==> src/hw/rtl/ens_pkg.sv <==
// ens_pkg: shared types and constants of the envelope note segmenter
// no dependencies; imported by every rtl module of the block
`default_nettype none

package ens_pkg;

	localparam int SAMPLE_W = 16;
	localparam int WIN_W    = 15;
	localparam int SUM_W    = 30;
	localparam int SCALED_W = 31;
	localparam int INDEX_W  = 32;
	localparam int SEG_W    = 16;
	localparam int CFG_W    = 16;
	localparam int CFG_IDX_W = 2;

	localparam logic [WIN_W-1:0]    WINDOW_RESET    = 15'd10000;
	localparam logic [CFG_W-1:0]    THRESHOLD_RESET = 16'd1000;
	localparam logic [CFG_W-1:0]    FLOOR_RESET     = 16'd2000;
	localparam logic [CFG_W-1:0]    LIMIT_RESET     = 16'd1000;
	localparam logic [INDEX_W-1:0]  INDEX_MAX       = '1;

	typedef enum logic [CFG_IDX_W-1:0] {
		CFG_WINDOW_LENGTH     = 2'd0,
		CFG_LEVEL_THRESHOLD   = 2'd1,
		CFG_FALL_SAMPLE_FLOOR = 2'd2,
		CFG_SEGMENT_LIMIT     = 2'd3
	} cfg_idx_t;

	// window stage output, one per item
	typedef struct packed {
		logic                valid;
		logic                start;
		logic                full;
		logic [SAMPLE_W-1:0] sample;
		logic [SUM_W-1:0]    sum;
	} win_item_t;

	// result payload, first field in the high bits
	typedef struct packed {
		logic [SEG_W-1:0]   segment_number;
		logic [INDEX_W-1:0] offset_idx;
		logic [INDEX_W-1:0] onset_idx;
	} seg_result_t;

	localparam int RESULT_W = $bits(seg_result_t);

endpackage

`default_nettype wire

==> src/hw/rtl/ens_skid.sv <==
// ens_skid: output register with one skid entry for the result channel
// depends on ens_pkg; ready toward the pipeline drops only when the skid entry is full
`default_nettype none

module ens_skid (
	input  wire logic                           clk,
	input  wire logic                           arst_n,
	input  wire logic                           push,
	input  wire ens_pkg::seg_result_t           push_data,
	output logic                                en,
	output logic                                out_valid,
	input  wire logic                           out_ready,
	output ens_pkg::seg_result_t                out_data
);
	import ens_pkg::*;

	logic        out_valid_q;
	logic        skid_valid_q;
	seg_result_t out_data_q;
	seg_result_t skid_data_q;

	assign en        = !skid_valid_q;
	assign out_valid = out_valid_q;
	assign out_data  = out_data_q;

	always_ff @(posedge clk or negedge arst_n) begin
		if (!arst_n) begin
			out_valid_q  <= 1'b0;
			skid_valid_q <= 1'b0;
		end else if (!out_valid_q || out_ready) begin
			if (skid_valid_q) begin
				out_valid_q  <= 1'b1;
				skid_valid_q <= 1'b0;
			end else begin
				out_valid_q <= push;
			end
		end else if (push) begin
			skid_valid_q <= 1'b1;
		end
	end

	always_ff @(posedge clk) begin
		if (!out_valid_q || out_ready) begin
			out_data_q <= skid_valid_q ? skid_data_q : push_data;
		end else if (push) begin
			skid_data_q <= push_data;
		end
	end

	a_skid_on_stall: assert property (@(posedge clk) disable iff (!arst_n)
		$rose(skid_valid_q) |-> $past(out_valid_q && !out_ready))
		else $error("skid entry filled without a stall");

	a_skid_behind_out: assert property (@(posedge clk) disable iff (!arst_n)
		skid_valid_q |-> out_valid_q)
		else $error("skid entry held with empty output register");

endmodule

`default_nettype wire

==> config.mk <==
export PLATFORM = sky130hd
export DESIGN_NAME = ens_skid
export DESIGN_NICKNAME = d
export VERILOG_FILES = /design/src/hw/rtl/ens_pkg.sv /design/src/hw/rtl/ens_skid.sv
export SDC_FILE = /design/constraint.sdc
export NUM_CORES = 1
export LEC_CHECK = 0
export BUFFER_PORTS_ARGS = -buffer_cell sky130_fd_sc_hd__buf_4
export CAP_MARGIN = 10
export CORE_UTILIZATION = 55
export CTS_BUF_LIST = sky130_fd_sc_hd__clkbuf_16
export DETAILED_ROUTE_END_ITERATION = 8
export GPL_ROUTABILITY_DRIVEN = 1
export GPL_TIMING_DRIVEN = 0
export PLACE_DENSITY = 0.93
export SLEW_MARGIN = 15
export SYNTH_ARGS = -nofsm -noshare
export SYNTH_HDL_FRONTEND = slang
export SYNTH_SLANG_ARGS = --single-unit
export TNS_END_PERCENT = 20
==> constraint.sdc <==
create_clock -name clk -period 14.4 [get_ports clk]
set_input_delay 1.44 -clock clk [delete_from_list [all_inputs] [get_ports clk]]
set_output_delay 1.44 -clock clk [all_outputs]
set_load 0.02 [all_outputs]
==> qor.txt, run 1 <==
Synth Area in Compound Gates: 0%
synth unique cells: 10
EDFF count, synth: 160
measured slew at the worst slew-check pin: 633 ps
Routed WL per cell: 19.3 um
clock net sink count: 162
Relative slew margins: 57.7%
Antenna Diode Count: 0
Adder-Cell Fraction of Synth Area: 0%
mux cell area share after synthesis: 19.1%
first-pass GRT wire length: 16,800 um
WL final: 11,600 um
max-cap viol count: 0
status: completed
CTS H-Tree Depth: 4
fmax: 343 MHz
WP data arrival: 3040 ps
Synth Register Bits: 162
most frequent cell after synthesis: edfxtp_1
1st-iter DRT viols: 117
Final period util: 20.2%
initial antenna violation count: 0
Hold-fix buffers, CTS: 0
Finish-stage setup viols: 0
Final min period: 2910 ps
Fin Setup TNS: 0 ps
clk_skew: 10.9 ps
Seq/Total Area, Yosys: 77.7%
total gr overflow: 0
post-route ant nets: 0
CTS tree: yes
Slew Viols, Final: 0
Filler Cells Inserted: 607
Resized Gates After CTS: 0
XOR/XNOR Fraction of Synth Area: 0%
layout cells sized above 1: 62.7%
gate count after technology mapping: 258
Synth Flop Type: edfxtp_1
Yosys warnings: 0
final hold violations: 0
RSZ-0062 raised after global routing: false
Simple-Gate Fraction of Synth Area: 0.340%
vias per cell: 5.12
die area: 11,800 um2
worst-path maximum fanout: 43
Final Cell Area: 8330 um2
Remaining DRCs: 0
Pleak: 3.36 nW
Avg Cell Area, Syn: 24.2 um2
Post-DP Area: 7770 um2
clock-pin slew of the registers on the worst-case setup and hold paths: 60 ps
Area Growth Syn to Fin: 33.2%
via count: 3,064
Reg area: 4850 um2
First-pass DRT Iterations: 4
Synth top area share: 76.9%
IO Pins: 166
Hold WC Path Type: flop to flop
Nets: 530
number of global-route vias before repair: 3,207
chip height: 109 um
Async SR Flop Fraction: 1.23%
multi-input logic area: 1230 um2
Post-CTS Setup Inserts: 0
Cell Rows: 38
clk_lat worst skew: 420 ps
CTS Buf Count: 17
CP endpoint kind: flop
synth top area cells: edfxtp_1 77%, mux2_4 19%, buf_12 2.6%
critical setup path kind: input pin to flop
Tot GR Track Use: 20.4%
post-DP HPWL: 7820 um
routability cong.: 0.739
Clock Root Buffer: clkbuf_16
Worst EP required: 14,520 ps
synth cell count leaders: 160 x edfxtp_1, 78 x mux2_4, 8 x buf_12
Starting Density: 57.1%
Peak VDD IR: 0.000105 V
Die Wd: 109 um
Core Area: 10,900 um2
IO Port Bufs: 165
Pwr per Cell Area: 137 nW/um2
Startpoint Class: input pin
Mapped Area: 6250 um2
pin count of the biggest net entering global routing: 44
Synth area leader: edfxtp_1
clock buffer depth: 2
largest family of logic cells by synthesized area: multiplexers
syn nets: 342
final timing paths:
| kind | start | to | slack, ps | cells after the start |
|---|---|---|---|---|
| max in group asynchronous | arst_n | out_valid$_DFFE_PN0P_ | 13510 | 1 |
| min | skid_data_q[38]$_DFFE_PP_ | out_data[38]$_DFFE_PP_ | 550 | 1 |
| min reg2reg | skid_data_q[38]$_DFFE_PP_ | out_data[38]$_DFFE_PP_ | 550 | 1 |
| min in group asynchronous | arst_n | skid_valid_q$_DFFE_PN0P_ | 800 | 1 |
| max reg2reg | out_valid$_DFFE_PN0P_ | skid_data_q[24]$_DFFE_PP_ | 12280 | 4 |
| max | out_ready | skid_data_q[24]$_DFFE_PP_ | 11490 | 5 |
kinds of logic after synthesis:
kind of cell	Yosys count
AND/OR/NAND/NOR	5
buffers and inverters	11
multiplexers	80
flip-flops	162
cell usage in the layout (no fill, tap or decap):
cell	count
nor2_4	1
buf_6	1
buf_4	165
clkinv_1	2
buf_12	10
buf_16	2
inv_1	4
edfxtp_1	160
dfrtp_1	2
clkbuf_16	17
nor2_1	2
nand2b_4	1
clkinvlp_4	3
clkinv_2	6
nand2_1	1
mux2_4	78
bufinv_16	2
mux2_2	2
state kept, by name (all words and copies together), names as in the netlist:
name	cells
out_valid	1
out_data	80
skid_valid_q	1
skid_data_q	80
area by class of cell:
type                            count  area share [%]
Sequential cell                   162            58.3
Timing Repair Buffer              169            16.0
Multi-Input combinational cell     85            14.8
Clock buffer                       17            5.11
Tap cell                          140            2.10
Buffer                              9            2.06
Clock inverter                     15            1.53
Inverter                            2          0.0902
metrics by stage:
step / worst slack, ps / hold slack, ps / std cells / power [W] / utilization [%]
after floorplan: 6950 / 523 / 258 / 0.000666 / -
after global placement: 3610 / 532 / 563 / 0.000728 / 70.1
after detailed placement: 11020 / 535 / 567 / 0.000735 / 71.1
after CTS: 11460 / 549 / 599 / 0.00115 / 76.1
after global routing: 11370 / 560 / 599 / 0.00118 / 76.1
final: 11490 / 550 / 599 / 0.00114 / 76.1
per-layer routing:
metal	up-vias	global-route usage, %	part of all wire (%)
met5	-	0	0
met4	0	9.07	2.0
met3	16	6.99	6.8
met2	133	34.4	52
met1	1512	23.7	40
li1	1403	-	-
power by group:
part / internal, W / total (W) / switching [W]
logic: 0.0000813 / 0.000155 / 0.0000739
registers: 0.000559 / 0.000569 / 0.00000999
clock network: 0.000250 / 0.000419 / 0.000169
total: 0.000891 / 0.00114 / 0.000253
worst max-delay path, cell delays in order:
cell	delay, ps
buf_4	110
nand2b_4	420
nor2_4	640
buf_16	250
buf_16	170
Power figures use the tool's default switching activity.
==> run 2, diff against run 1 <==
Settings changed: CORE_UTILIZATION 55 to 47, PLACE_DENSITY 0.93 to 0.85.
Clock period 14.4 ns to 2.54 ns, I/O delays scaled along.
==> run 2 against run 1 <==
  * Combinational power grew to 5.6 times the previous value
  * Total power grew to 5.8 times the previous value
  * First-iteration DRC count is 33% higher
  * Global-route usage is 3.5 points lower
  * Flip-flop and latch count stayed put
  * Critical path type is now flop to flop
  * Critical endpoint is now skid_data_q[39]$_DFFE_PP_
  * Largest power group unchanged
==> qor.txt, run 2 (synthesis results as in run 1) <==
vias per cell: 4.77
Final WS setup: 311 ps
Total Power: 0.00658 W
RSZ-0062 raised after global routing: false
Cell Rows: 41
clock-pin slew of the registers on the worst-case setup and hold paths: 60 ps
First-pass DRT Iterations: 4
Worst EP required: 2650 ps
clk_skew: 10.3 ps
Finish-stage setup viols: 0
most frequent cells in the layout: 165 x buf_4, 160 x edfxtp_1, 78 x mux2_4, 17 x clkbuf_16, 10 x buf_12
max-cap viol count: 0
Post-CTS Setup Inserts: 0
CTS tree: yes
chip height: 117 um
met3 WL: 721 um
Antenna Diode Count: 0
total gr overflow: 0
cell total after placement: 597
measured slew at the worst slew-check pin: 1150 ps
critical path launch point: out_valid$_DFFE_PN0P_
fmax: 449 MHz
Peak VDD IR: 0.000475 V
routability cong.: 0.721
reg2reg start: out_valid$_DFFE_PN0P_
met1 WL: 4420 um
die area: 13,800 um2
Area Growth Syn to Fin: 34.3%
Hold WC Path Type: input pin to flop
via count: 3,026
clk_lat worst skew: 420 ps
Tot GR Track Use: 17.0%
top sig layer: met4
Place WS: -31.9 ps
met2 WL post-DR: 5730 um
worst-path maximum fanout: 84
layout cells sized above 1: 62.0%
post-route ant nets: 0
Relative slew margins: 23.4%
Slew Viols, Final: 0
CP endpoint kind: flop
clock buffer depth: 2
CTS H-Tree Depth: 4
Startpoint Class: flop
WP data arrival: 2340 ps
first-pass GRT wire length: 17,300 um
commonest non-fill, non-tap cell in the layout: buf_4
WL final: 11,000 um
number of global-route vias before repair: 3,209
Final min period: 2230 ps
final hold violations: 0
Die Wd: 117 um
Post-Layout Cell Count: 635
Pleak: 3.39 nW
Nets: 534
Routed WL per cell: 17.4 um
IO Port Bufs: 165
Remaining DRCs: 0
Clock Root Buffer: clkbuf_16
min-delay src: push_data[70]
Starting Density: 48.9%
Final period util: 87.8%
IO Pins: 166
status: completed
1st-iter DRT viols: 156
Core Area: 12,800 um2
Hold WS: 21.6 ps
clock net sink count: 162
critical setup path kind: flop to flop
Pwr per Cell Area: 785 nW/um2
pin count of the biggest net entering global routing: 84
CTS Buf Count: 17
post-DP HPWL: 7470 um
initial antenna violation count: 0
==> run 2: final timing paths <==
kind,to,slack (ps),cells after the start
max reg2reg,skid_data_q[39]$_DFFE_PP_,310,3
min,skid_data_q[70]$_DFFE_PP_,20,1
min in group asynchronous,out_valid$_DFFE_PN0P_,170,2
max,skid_data_q[39]$_DFFE_PP_,310,3
min reg2reg,out_data[0]$_DFFE_PP_,550,1
max in group asynchronous,out_valid$_DFFE_PN0P_,2280,2
==> run 2: final cells by class <==
| type | count | area (um2) |
|---|---|---|
| Buffer | 9 | 171 |
| Clock buffer | 17 | 425 |
| Clock inverter | 15 | 151 |
| Fill cell | 858 | 4380 |
| Inverter | 2 | 7.51 |
| Multi-Input combinational cell | 86 | 1240 |
| Sequential cell | 162 | 4860 |
| Tap cell | 172 | 215 |
| Timing Repair Buffer | 172 | 1330 |
==> run 2: per-stage QoR <==
step | cell area (um2) | utilization, % | TNS [ps]
after floorplan | 6260 | - | -12660
after global placement | 7720 | 60.4 | -72010
after detailed placement | 7760 | 60.7 | -1460
after CTS | 8360 | 65.4 | 0
after global routing | 8390 | 65.7 | 0
final | 8390 | 65.7 | 0
==> run 2: power by group <==
group / leakage [nW] / switching (W) / internal (W) / total, W
Sequential: 1.56 / 0.0000547 / 0.00317 / 0.00323
Clock: 0.307 / 0.000970 / 0.00152 / 0.00249
Combinational: 1.52 / 0.000410 / 0.000455 / 0.000865
Total: 3.39 / 0.00144 / 0.00515 / 0.00658
==> run 2: routing by layer <==
| layer | GRT usage (%) | up-vias |
|---|---|---|
| li1 | - | 1413 |
| met1 | 19.6 | 1491 |
| met2 | 28.1 | 111 |
| met3 | 6.18 | 11 |
| met4 | 7.55 | 0 |
| met5 | 0 | - |
==> run 2: critical path, cell delays in order (launching register included) <==
cell	delay, ps
dfrtp_2	390
nand2b_4	580
nor2_4	660
buf_12	270
==> run 2: what timing repair did <==
action	in CTS	in global routing
setup endpoints to repair	0	59
hold buffers	2	3
endpoints found under the hold margin	3	3
resized for setup	0	0
