## src/hw/rtl/ens_pkg.sv

```systemverilog
// ens_pkg: shared types and constants of the envelope note segmenter
// no dependencies; imported by every rtl module of the block
`default_nettype none

package ens_pkg;

	localparam int SAMPLE_W = 16;
	localparam int WIN_W    = 15;
	localparam int SUM_W    = 30;
	localparam int SCALED_W = 31;
	localparam int INDEX_W  = 32;
	localparam int SEG_W    = 16;
	localparam int CFG_W    = 16;
	localparam int CFG_IDX_W = 2;

	localparam logic [WIN_W-1:0]    WINDOW_RESET    = 15'd10000;
	localparam logic [CFG_W-1:0]    THRESHOLD_RESET = 16'd1000;
	localparam logic [CFG_W-1:0]    FLOOR_RESET     = 16'd2000;
	localparam logic [CFG_W-1:0]    LIMIT_RESET     = 16'd1000;
	localparam logic [INDEX_W-1:0]  INDEX_MAX       = '1;

	typedef enum logic [CFG_IDX_W-1:0] {
		CFG_WINDOW_LENGTH     = 2'd0,
		CFG_LEVEL_THRESHOLD   = 2'd1,
		CFG_FALL_SAMPLE_FLOOR = 2'd2,
		CFG_SEGMENT_LIMIT     = 2'd3
	} cfg_idx_t;

	// window stage output, one per item
	typedef struct packed {
		logic                valid;
		logic                start;
		logic                full;
		logic [SAMPLE_W-1:0] sample;
		logic [SUM_W-1:0]    sum;
	} win_item_t;

	// result payload, first field in the high bits
	typedef struct packed {
		logic [SEG_W-1:0]   segment_number;
		logic [INDEX_W-1:0] offset_idx;
		logic [INDEX_W-1:0] onset_idx;
	} seg_result_t;

	localparam int RESULT_W = $bits(seg_result_t);

endpackage

`default_nettype wire

```

## src/hw/rtl/ens_detect.sv

```systemverilog
// ens_detect: threshold compare, arm state, segment count and sample index
// depends on ens_pkg; fed by ens_window, feeds the output skid buffer
`default_nettype none

module ens_detect (
	input  wire logic                        clk,
	input  wire logic                        arst_n,
	input  wire logic                        en,
	input  wire ens_pkg::win_item_t          item_s2,
	input  wire logic [ens_pkg::WIN_W-1:0]   win,
	input  wire logic [ens_pkg::CFG_W-1:0]   threshold,
	input  wire logic [ens_pkg::CFG_W-1:0]   floor_level,
	input  wire logic [ens_pkg::CFG_W-1:0]   limit,
	output logic                             res_valid,
	output ens_pkg::seg_result_t             res
);
	import ens_pkg::*;

	logic [SCALED_W-1:0] scaled_q;
	logic [INDEX_W-1:0]  pos_q;
	logic [INDEX_W-1:0]  rise_q;
	logic [SEG_W-1:0]    segs_q;
	logic                armed_q;

	logic [INDEX_W-1:0]  idx;
	logic [INDEX_W-1:0]  rise_base;
	logic [SEG_W-1:0]    segs_base;
	logic                armed_base;
	logic                active;
	logic                above;
	logic                below;
	logic                do_rise;
	logic                do_fall;

	always_ff @(posedge clk or negedge arst_n) begin
		if (!arst_n) begin
			scaled_q <= '0;
		end else begin
			scaled_q <= SCALED_W'({15'd0, threshold} * {16'd0, win});
		end
	end

	always_comb begin
		idx        = item_s2.start ? '0 : pos_q;
		rise_base  = item_s2.start ? '0 : rise_q;
		segs_base  = item_s2.start ? '0 : segs_q;
		armed_base = item_s2.start ? 1'b0 : armed_q;
		active     = item_s2.full && (segs_base < limit);
		above      = {1'b0, item_s2.sum} > scaled_q;
		below      = {1'b0, item_s2.sum} < scaled_q;
		do_rise    = active && above && !armed_base;
		do_fall    = active && below && (item_s2.sample > floor_level) && armed_base;
		res_valid  = en && item_s2.valid && do_fall;
		res.onset_idx      = rise_base;
		res.offset_idx     = idx;
		res.segment_number = segs_base;
	end

	always_ff @(posedge clk or negedge arst_n) begin
		if (!arst_n) begin
			pos_q   <= '0;
			rise_q  <= '0;
			segs_q  <= '0;
			armed_q <= 1'b0;
		end else if (en && item_s2.valid) begin
			pos_q <= (idx == INDEX_MAX) ? idx : idx + 1'b1;
			if (do_rise) begin
				armed_q <= 1'b1;
				rise_q  <= idx;
				segs_q  <= segs_base;
			end else if (do_fall) begin
				armed_q <= 1'b0;
				rise_q  <= rise_base;
				segs_q  <= segs_base + 1'b1;
			end else begin
				armed_q <= armed_base;
				rise_q  <= rise_base;
				segs_q  <= segs_base;
			end
		end
	end

	a_fall_needs_arm: assert property (@(posedge clk) disable iff (!arst_n)
		res_valid |-> (item_s2.full && (item_s2.start || armed_q)))
		else $error("segment emitted while not armed");

	a_fall_disarms: assert property (@(posedge clk) disable iff (!arst_n)
		res_valid |=> !armed_q)
		else $error("still armed after a segment");

endmodule

`default_nettype wire

```

## config.mk

```make
export PLATFORM = sky130hd
export DESIGN_NAME = ens_detect
export DESIGN_NICKNAME = d
export VERILOG_FILES = /design/src/hw/rtl/ens_pkg.sv /design/src/hw/rtl/ens_detect.sv
export SDC_FILE = /design/constraint.sdc
export NUM_CORES = 1
export LEC_CHECK = 0
export ABC_AREA = 1
export BUFFER_PORTS_ARGS = -buffer_cell sky130_fd_sc_hd__buf_2
export CELL_PAD_IN_SITES_DETAIL_PLACEMENT = 1
export CELL_PAD_IN_SITES_GLOBAL_PLACEMENT = 1
export CORE_MARGIN = 10
export CORE_UTILIZATION = 35
export CTS_CLUSTER_DIAMETER = 120
export CTS_CLUSTER_SIZE = 10
export DETAILED_ROUTE_END_ITERATION = 10
export GPL_TIMING_DRIVEN = 0
export PLACE_DENSITY = 0.68
export SYNTH_ARGS = -nofsm -noshare
export SYNTH_HDL_FRONTEND = slang
export SYNTH_SLANG_ARGS = --single-unit
```

## constraint.sdc

```tcl
create_clock -name clk -period 1.8 [get_ports clk]
set_input_delay 0.09 -clock clk [delete_from_list [all_inputs] [get_ports clk]]
set_output_delay 0.09 -clock clk [all_outputs]
set_load 0.01 [all_outputs]
```

==> results of run 1 <==
-- layer usage --
metal | global-route usage | part of all wire
met4 | 0.07641 | 0.034
met1 | 0.2646 | 0.41
met2 | 0.4033 | 0.52
met5 | 0 | 0
met3 | 0.02262 | 0.037
-- per-stage QoR --
| stage | power, mW | setup TNS [ps] | hold WS [ps] |
|---|---|---|---|
| 2_1_floorplan | 23.81 | -74130 | -205.6 |
| 3_3_place_gp | 29.41 | -261560 | 453.0 |
| 3_5_place_dp | 30.15 | -147030 | 94.55 |
| 4_1_cts | 39.29 | -87380 | 66.60 |
| 5_1_grt | 52.43 | -103360 | 94.17 |
| 6_report | 48.66 | -90850 | 82.23 |
-- critical path, delay by kind of cell --
family	cells	cell delay, ps
fa+ha+maj	7	3260
buf+inv	7	570
xor+xnor	1	200
simple gates	5	540
compound gates	2	330
-- power by group through the flow --
| stage | Combinational [mW] | Clock [mW] | Sequential, mW |
|---|---|---|---|
| 5_1_grt | 46.3 | 2.23 | 3.86 |
| 4_1_cts | 33.4 | 2.15 | 3.78 |
| 3_3_place_gp | 25.6 | 0 | 3.78 |
| 2_1_floorplan | 20.1 | 0 | 3.73 |
| 6_report | 42.8 | 2.10 | 3.80 |
| 3_5_place_dp | 26.3 | 0 | 3.81 |
-- cells by family after synthesis --
family,Yosys count,share of synthesized area
flip-flops,112,0.1732
AO/OA/AOI/OAI,140,0.04562
AND/OR/NAND/NOR,953,0.2474
XOR/XNOR,55,0.02977
adder cells (fa/ha/maj),338,0.3449
buffers and inverters,671,0.1591
-- final cells by class --
class | instances | area (um2) | share of cell area
tap | 600 | 750.7 | 0.03139
buffer | 86 | 1323 | 0.05530
inverter | 584 | 2210 | 0.09239
sequential | 112 | 2804 | 0.1172
timing repair buffer | 376 | 2965 | 0.1240
clock buffer | 11 | 242.7 | 0.01015
antenna | 1 | 2.502 | 0.0001046
clock inverter | 5 | 46.29 | 0.001936
multi-input combinational | 1486 | 13570 | 0.5675
-- final timing paths --
kind	cells past startpoint	slack, ps	end	start
setup / recovery	22	-2940	scaled_q[25]$_DFF_PN0_	win[10]
hold / removal	3	80	scaled_q[0]$_DFF_PN0_	threshold[0]
setup reg to reg	15	-530	rise_q[2]$_DFFE_PN0P_	segs_q[10]$_DFFE_PN0P_
hold reg to reg	2	480	rise_q[26]$_DFFE_PN0P_	rise_q[26]$_DFFE_PN0P_
max in group asynchronous	3	850	pos_q[23]$_DFFE_PN0P_	arst_n
min in group asynchronous	2	230	segs_q[7]$_DFFE_PN0P_	arst_n
-- Yosys cell counts (5+ instances only) --
master and number:
nor2_2 11, nor3_1 26, xor2_1 41, fa_1 180, ha_1 158, dfrtp_1 112
nand3b_1 18, nand2_1 637, nor4_1 6, o21ai_1 15, inv_1 581, nand4_1 39
buf_1 5, o21ai_0 54, nand3_1 78, buf_2 11, nor2_1 124, buf_4 7
a21oi_1 57, xnor2_1 14, clkbuf_1 62
-- sequential cells by signal, indices dropped and copies added, names as in the netlist --
register and flops:
armed_q 1, pos_q 32, rise_q 32, scaled_q 31, segs_q 16
-- repair_timing --
| action | in CTS | in global routing |
|---|---|---|
| hold buffers | 1 | 0 |
| buffers inserted | 115 | 70 |
| cloned | 9 | 3 |
| hold endpoints to repair | 53 | 0 |
| endpoints found under the setup margin | 109 | 110 |
| pin swaps | 148 | 169 |
| resized for setup | 450 | 327 |
==> metrics.yaml, run 1 <==
synth_cell_types: 41
avgViaCountPerCell: 5.046
core_um2: 45580
synthCells: 2269
clockRootBuffer: "clkbuf_16"
num_rows: 78
switching_share: 0.5018
cts_tree: "yes"
antenna_found_initial: 1
max_stage_delay_ps: 560
end_kind: "flip-flop"
async_reset_ff_frac: 1.000
finalNonFillerCells: 3261
drt_iter0_markers: 767
vias: 16460
ant_nets: 0
grt_max_degree: 60
ys_seq_area_frac: 0.1732
yosys_warnings: 0
dr.pass1.iters: 5
nets: 3108
place_congestion: 0.8930
yosysTopAreaCellShare: 0.2227
dp_hpwl_um: 46960
clkPwrFrac: 0.043
final_common_cell: "inv_1"
drive_gt1_frac: 0.3695
path_cells: "clkbuf_16 > buf_4 > nand2_1 > inv_1 > fa_1 > inv_1 > fa_1 > inv_1 > fa_1 > fa_1 > fa_1 > inv_1 > fa_1 > inv_2 > ha_4 > a21oi_2 > nor2_1 > nor2_4 > o21ai_1 > nand2_1 > nand3_2 > xor2_2"
start_kind: "input port"
portBuffers: 180
synth_edf_count: 0
synthTopCellsByArea: "fa_1 22%, dfrtp_1 17%, nand2_1 15%, inv_1 13%, ha_1 12%"
syn_area_um2: 16180
cpMostUsedCell: "fa_1"
setup_viol: 103
relSlewSlack: 0.3479
filler_cell_count: 5438
post-route-cell-area_um2: 23920
intPower_mw: 24.24
synth.avg_cell_area_um2: 7.131
p_seq_frac: 0.078
synth-seq-cells: 112
grt_util_all_layers: 0.2212
crit_path_top_delay_cell: "fa_1"
drc: 0
cts_max_level: 3
numCtsBuffers: 9
fmax_mhz: 210.8
clk_path_buf_depth: 2
drt-total-wl_um: 65950
dieArea_um2: 55230
rsz0062_at_grt: "true"
fin_ws_ps: -2945
path_class: "in -> reg"
overflow: 0
clock_skew_ps: 21.52
final_hold_viol_count: 0
dp_cells: 3050
p_sw_mw: 24.42
synth_flop_cell: "dfrtp_1"
p_comb_frac: 0.879
vdd_drop_max_mv: 2.423
p_leak_nw: 13.20
place_ws_ps: -3860
slew_viol_final: 0
cp_max_fo: 4
wire_per_inst_um: 20.23
fin_crit_ps: 4745
grt_pass1_wl_um: 98480
clock_latency_ps: 390
violations: "negative setup slack"
period_share: 2.636
layout_common_cells: "504 x inv_1, 497 x nand2_1, 173 x fa_1"
io_pins: 196
power_density_nw_per_um2: 2035
clock-sinks: 112
yosysTopAreaCell: "fa_1"
die_w_um: 235.0
placed_area_um2: 18830
cap_violations: 0
area_growth_pct: 47.81
cp.required_ps: 2060
timing_worst_slew_pin_value_ps: 978.1
status: "finished with violations"
worstHoldPathType: "in -> reg"
synth_nets: 2722
die_h_um: 235.0
final_util: 0.5248
floorplan.initialDensity: 0.3550
grt_pass1_vias: 17870
cp.arrival_ps: 5010
path_clk_slew_ps: 80
Power figures use the tool's default switching activity.
==> run 2, diff against run 1 <==
--- a/config.mk
+++ b/config.mk
@@ -15,7 +15,7 @@
 export CTS_CLUSTER_SIZE = 10
 export DETAILED_ROUTE_END_ITERATION = 10
 export GPL_TIMING_DRIVEN = 0
-export PLACE_DENSITY = 0.68
+export PLACE_DENSITY = 0.65
 export SYNTH_ARGS = -nofsm -noshare
 export SYNTH_HDL_FRONTEND = slang
 export SYNTH_SLANG_ARGS = --single-unit
==> constraint.sdc (replaced) <==
create_clock -name clk -period 6 [get_ports clk]
set_input_delay 0.3 -clock clk [delete_from_list [all_inputs] [get_ports clk]]
set_output_delay 0.3 -clock clk [all_outputs]
set_load 0.01 [all_outputs]
==> metrics.yaml, run 2 (synthesis gave the netlist of run 1 again) <==
p_sw_mw: 4.518  # was 24.42 mW
relSlewSlack: 0.4320  # was 0.3479
vias: 14690  # was 16460
intPower_mw: 3.760  # was 24.24 mW
slew_viol_final: 0  # unchanged
fmax_mhz: 174.6
p_leak_nw: 11.15  # was 13.20 nW
drc: 0  # unchanged
cp.required_ps: 6290  # was 2060 ps
clock_latency_ps: 380  # was 390 ps
worstHoldPathType: "in -> reg"  # unchanged
drt_iter0_markers: 575  # was 767
clock-sinks: 112  # unchanged
path_class: "in -> reg"  # unchanged
timing_worst_slew_pin_value_ps: 852.0  # was 978.1 ps
ant_nets: 0  # unchanged
dr.pass1.iters: 5  # unchanged
final_common_cell: "nand2_1"  # was inv_1
grt_busiest_layer: "met2"  # unchanged
cts_tree: "yes"  # unchanged
final_util: 0.3991  # was 0.5248
cp.arrival_ps: 6020  # was 5010 ps
portBuffers: 180  # unchanged
setup_viol: 0  # was 103
layout_common_cells: "637 x nand2_1, 581 x inv_1, 191 x buf_2"  # was 504 x inv_1, 497 x nand2_1, 173 x fa_1
dieArea_um2: 55230  # unchanged
cp_max_fo: 10  # was 4
post-route-cell-area_um2: 18190  # was 23920 um2
floorplan.initialDensity: 0.3550  # unchanged
multi_input_area_um2: 10810  # was 13570 um2
grt_pass1_vias: 16400  # was 17870
end_kind: "flip-flop"  # unchanged
finalNonFillerCells: 3061  # was 3261
place_congestion: 0.9191  # was 0.8930
diodes: 0  # was 1
io_pins: 196  # unchanged
p_seq_frac: 0.136  # was 0.078
overflow: 0  # unchanged
core_um2: 45580  # unchanged
switching_share: 0.5458  # was 0.5018
die_w_um: 235.0  # unchanged
use_met2: 0.3602  # was 0.4033
rsz0062_at_grt: "false"  # was true
path_clk_slew_ps: 70  # was 80 ps
clkPwrFrac: 0.075  # was 0.043
power.total_mw: 8.278  # was 48.66 mW
period_share: 0.9545
vdd_drop_max_mv: 0.2885  # was 2.423 mV
start_kind: "input port"  # unchanged
fin_crit_ps: 5727
clk_path_buf_depth: 2  # unchanged
clock_skew_ps: 14.52  # was 21.52 ps
cts_setup_buffers: 0  # was 115
grt_use_met3: 0.02483  # was 0.02262
antenna_found_initial: 0  # was 1
wire_per_inst_um: 17.86  # was 20.23 um
biggestRegsByFlops: "pos_q (32), rise_q (32), scaled_q (31)"  # unchanged
drive_gt1_frac: 0.1101  # was 0.3695
p_comb_frac: 0.789  # was 0.879
grt_pass1_wl_um: 88490  # was 98480 um
final_hold_viol_count: 0  # unchanged
drt-total-wl_um: 54680  # was 65950 um
grt_max_degree: 62  # was 60
status: "completed"  # was finished with violations
gr-usage-met1: 0.2420  # was 0.2646
clockRootBuffer: "clkbuf_16"  # unchanged
filler_cell_count: 5869  # was 5438
cts_max_level: 3  # unchanged
power_density_nw_per_um2: 455.1  # was 2035 nW/um2
layout.area.seq_um2: 2803  # was 2804 um2
cap_violations: 0  # unchanged
grt_util_all_layers: 0.1976  # was 0.2212
avgViaCountPerCell: 4.800  # was 5.046
area_growth_pct: 12.40  # was 47.81%
dp_cells: 3050  # unchanged
num_rows: 78  # unchanged
nets: 2910  # was 3108
numCtsBuffers: 9  # unchanged
die_h_um: 235.0  # unchanged
hold_slack_ps: 345.3  # was 82.23 ps
dp_hpwl_um: 46710  # was 46960 um
placed_area_um2: 17870  # was 18830 um2
==> run 2: changes by cell type in the layout (fill, tap and decap cells not counted), sizes merged <==
cell,delta
buf,-193
bufinv,+1
inv,-3
clkinvlp,+2
diode,-1
clkbuf,-6
==> run 2: worst paths after layout <==
kind / to / slack (ps) / from / depth (start not counted)
max in group asynchronous: rise_q[26]$_DFFE_PN0P_ / 4840 / arst_n / 3
worst max register to register: rise_q[22]$_DFFE_PN0P_ / 3260 / scaled_q[28]$_DFF_PN0_ / 14
worst min-delay path: scaled_q[0]$_DFF_PN0_ / 350 / threshold[0] / 3
worst min register to register: rise_q[2]$_DFFE_PN0P_ / 480 / rise_q[2]$_DFFE_PN0P_ / 2
worst max-delay path: scaled_q[29]$_DFF_PN0_ / 270 / win[3] / 24
min in group asynchronous: segs_q[10]$_DFFE_PN0P_ / 440 / arst_n / 2
==> run 2: worst max-delay path, stage by stage <==
cell and delay (ps):
clkbuf_1 190, clkbuf_2 310, nand2_1 120, inv_1 50
fa_1 480, inv_1 60, fa_1 540, inv_1 60
fa_1 510, inv_1 60, fa_1 470, inv_1 50
fa_1 530, inv_1 50, fa_1 520, inv_1 40
ha_1 360, nand2_1 160, a21oi_1 170, nor2_1 50
nand2_1 230, a21oi_2 150, o21ai_0 370, xor2_1 180
==> run 2: final cells by class <==
class                           instances  area share
Tap cell                              600     0.04128
Timing Repair Buffer                  182     0.05194
Inverter                              584      0.1205
Buffer                                 82     0.02188
Clock inverter                          5    0.003233
Sequential cell                       112      0.1541
Multi-Input combinational cell       1486      0.5945
Clock buffer                           10     0.01259
==> run 2: power groups by stage <==
stage          Sequential (mW)  Clock, mW  Combinational, mW
2_1_floorplan             1.12          0               4.83
3_3_place_gp              1.13          0               6.40
3_5_place_dp              1.14          0               6.57
4_1_cts                   1.13      0.643               6.64
5_1_grt                   1.15      0.680               7.58
6_report                  1.13      0.622               6.53
==> run 2: what timing repair did <==
item | in CTS | in global routing
pin swaps | 0 | 0
gates resized for setup | 6 | 49
setup endpoints to repair | 8 | 13
hold buffers | 1 | 0
endpoints found under the hold margin | 51 | 0
==> run 2: layer usage <==
layer,wire length (um),share of wire,vias up
met5,0,0,-
met1,23900,0.44,7287
met3,1961,0.036,47
met2,27800,0.51,268
li1,-,-,7092
met4,1008,0.018,0
==> run 2: metrics by stage <==
step	setup WS (ps)	setup TNS, ps
floorplan	466.7	0
detailed placement	-706.8	-6006
finish	273.1	0
global placement	-587.0	-4650
CTS	13.27	0
global route	8.501	0
==> run 3, diff against run 2 <==
--- a/config.mk
+++ b/config.mk
@@ -15,7 +15,7 @@
 export CTS_CLUSTER_SIZE = 10
 export DETAILED_ROUTE_END_ITERATION = 10
 export GPL_TIMING_DRIVEN = 0
-export PLACE_DENSITY = 0.65
+export PLACE_DENSITY = 0.74
 export SYNTH_ARGS = -nofsm -noshare
 export SYNTH_HDL_FRONTEND = slang
 export SYNTH_SLANG_ARGS = --single-unit
==> constraint.sdc (replaced) <==
create_clock -name clk -period 4.6 [get_ports clk]
set_input_delay 0.23 -clock clk [delete_from_list [all_inputs] [get_ports clk]]
set_output_delay 0.23 -clock clk [all_outputs]
set_load 0.01 [all_outputs]
==> metrics.yaml, run 3 (synthesis gave the netlist of run 1 again) <==
fin_ws_ps: -301.5  # was 273.1 ps
core_um2: 45580  # unchanged
place_ws_ps: -1181  # was -706.8 ps
vdd_drop_max_mv: 0.8418  # was 0.2885 mV
biggestRegsByFlops: "pos_q (32), rise_q (32), scaled_q (31)"  # unchanged
hold_slack_ps: 277.4  # was 345.3 ps
avgViaCountPerCell: 4.916  # was 4.800
end_kind: "flip-flop"  # unchanged
power_density_nw_per_um2: 855.4  # was 455.1 nW/um2
grt_max_degree: 90  # was 62
fmax_mhz: 204.0
regToRegEndpoint: "rise_q[1]$_DFFE_PN0P_"  # was rise_q[22]$_DFFE_PN0P_
die_h_um: 235.0  # unchanged
post-route-cell-area_um2: 20430  # was 18190 um2
grt_pass1_vias: 17130  # was 16400
grt_pass1_wl_um: 92450  # was 88490 um
cts_tree: "yes"  # unchanged
cap_violations: 0  # unchanged
start_kind: "input port"  # unchanged
clockRootBuffer: "clkbuf_16"  # unchanged
slew_viol_final: 0  # unchanged
num_rows: 78  # unchanged
antenna_found_initial: 0  # unchanged
cts_max_level: 3  # unchanged
overflow: 0  # unchanged
dr.pass1.iters: 5  # unchanged
wire_per_inst_um: 18.63  # was 17.86 um
cp.required_ps: 4850  # was 6290 ps
drt-total-wl_um: 58500  # was 54680 um
drive_gt1_frac: 0.2074  # was 0.1101
area_growth_pct: 26.25  # was 12.40%
power.total_mw: 17.47  # was 8.278 mW
ant_nets: 0  # unchanged
io_pins: 196  # unchanged
final_common_cell: "nand2_1"  # unchanged
period_share: 1.066
final_hold_viol_count: 0  # unchanged
status: "finished with violations"  # was completed
clock_latency_ps: 380  # about the same
portBuffers: 180  # unchanged
cp_max_fo: 5  # was 10
p_leak_nw: 11.96  # was 11.15 nW
worstHoldPathType: "in -> async"  # was in -> reg
clock_skew_ps: 22.27  # was 14.52 ps
numCtsBuffers: 9  # unchanged
cp.arrival_ps: 5150  # was 6020 ps
layout_common_cells: "600 x nand2_1, 545 x inv_1, 180 x buf_2"  # was 637 x nand2_1, 581 x inv_1, 191 x buf_2
diodes: 0  # unchanged
path_clk_slew_ps: 80  # was 70 ps
timing_worst_slew_pin_value_ps: 718.9  # was 852.0 ps
relSlewSlack: 0.5208  # was 0.4320
regToRegStartpoint: "scaled_q[6]$_DFF_PN0_"  # was scaled_q[28]$_DFF_PN0_
floorplan.initialDensity: 0.3550  # unchanged
place_congestion: 0.9151  # was 0.9191
vias: 15440  # was 14690
dieArea_um2: 55230  # unchanged
reg2regPathDepth: 15  # was 14
dp_hpwl_um: 46860  # was 46710 um
nets: 2989  # was 2910
die_w_um: 235.0  # unchanged
drc: 0  # unchanged
clk_path_buf_depth: 2  # unchanged
violations: "negative setup slack"
drt_iter0_markers: 788  # was 575
clock-sinks: 112  # unchanged
placed_area_um2: 18360  # was 17870 um2
path_class: "in -> reg"  # unchanged
fin_crit_ps: 4901
r2r_slack_ps: 1710  # was 3260 ps
grt_util_all_layers: 0.2054  # was 0.1976
setup_viol: 18  # was 0
rsz0062_at_grt: "true"  # was false
[run 3: cell count changes in the layout (fill, tap and decap cells not counted), sizes merged]
| cell | before | now |
|---|---|---|
| inv | 584 | 586 |
| clkinvlp | 2 | 1 |
| bufinv | 1 | 0 |
| buf | 207 | 285 |
| clkbuf | 66 | 67 |
| clkinv | 2 | 3 |
[run 3: area by class of cell]
type	instances	area, um2
clock buffers	10	239.0
inverters	584	2192
well taps	600	750.7
fillers	5652	25150
plain buffers	86	1027
clock inverters	6	51.30
repair buffers	257	1634
flip-flops and latches	112	2803
multi-input cells	1486	11730
[run 3: where the power goes]
part	switching, mW	total, mW	internal, mW	leakage [nW]
Clock	0.425	0.816	0.391	0.142
Combinational	8.50	15.2	6.68	10.4
Sequential	0.109	1.47	1.37	1.47
Total	9.04	17.5	8.44	12.0
[run 3: timing repair]
action	4_1_cts	5_1_grt
pin swaps	71	56
endpoints found under the hold margin	23	0
setup endpoints to repair	21	21
hold buffers	1	0
cloned	0	0
gates resized for setup	195	69
buffers inserted	57	18
[run 3: worst max-delay path by stage]
stage	startpoint	to	slack (ps)	cells after the start
2_1_floorplan	win[3]	scaled_q[21]$_DFF_PN0_	-340	26
3_3_place_gp	threshold[9]	scaled_q[29]$_DFF_PN0_	-1150	20
3_5_place_dp	threshold[8]	scaled_q[30]$_DFF_PN0_	-1180	20
4_1_cts	threshold[13]	scaled_q[29]$_DFF_PN0_	-270	18
5_1_grt	win[0]	scaled_q[21]$_DFF_PN0_	-500	27
6_report	win[0]	scaled_q[21]$_DFF_PN0_	-300	27
[run 3: stage by stage]
step | instances | util | setup TNS [ps]
floorplan | 2269 | - | -3239
global placement | 3049 | 0.4021 | -17530
detailed placement | 3050 | 0.4028 | -19330
CTS | 3123 | 0.4386 | -2439
global route | 3141 | 0.4482 | -6963
finish | 3141 | 0.4482 | -3586
[run 3: layer usage]
| metal | share of wire | up-vias | track usage |
|---|---|---|---|
| met5 | 0 | - | 0 |
| met4 | 0.019 | 0 | 0.04756 |
| met3 | 0.035 | 65 | 0.02005 |
| met2 | 0.52 | 345 | 0.3791 |
| met1 | 0.42 | 7767 | 0.2510 |
| li1 | - | 7264 | - |
[run 3: worst max-delay path, stage by stage]
cell and delay (ps):
clkbuf_16 120, buf_8 120, buf_6 130, nand2_2 50, inv_2 30, fa_1 480
inv_2 40, fa_1 550, inv_2 60, fa_1 470, inv_1 50, fa_1 470
inv_1 50, fa_1 480, inv_1 50, fa_1 490, inv_2 50, ha_4 260
nand2_8 100, a21oi_4 40, nor2_4 130, nand2_4 90, a21oi_4 210, o21ai_2 100
nand2_1 90, nand2_2 60, xor2_1 160
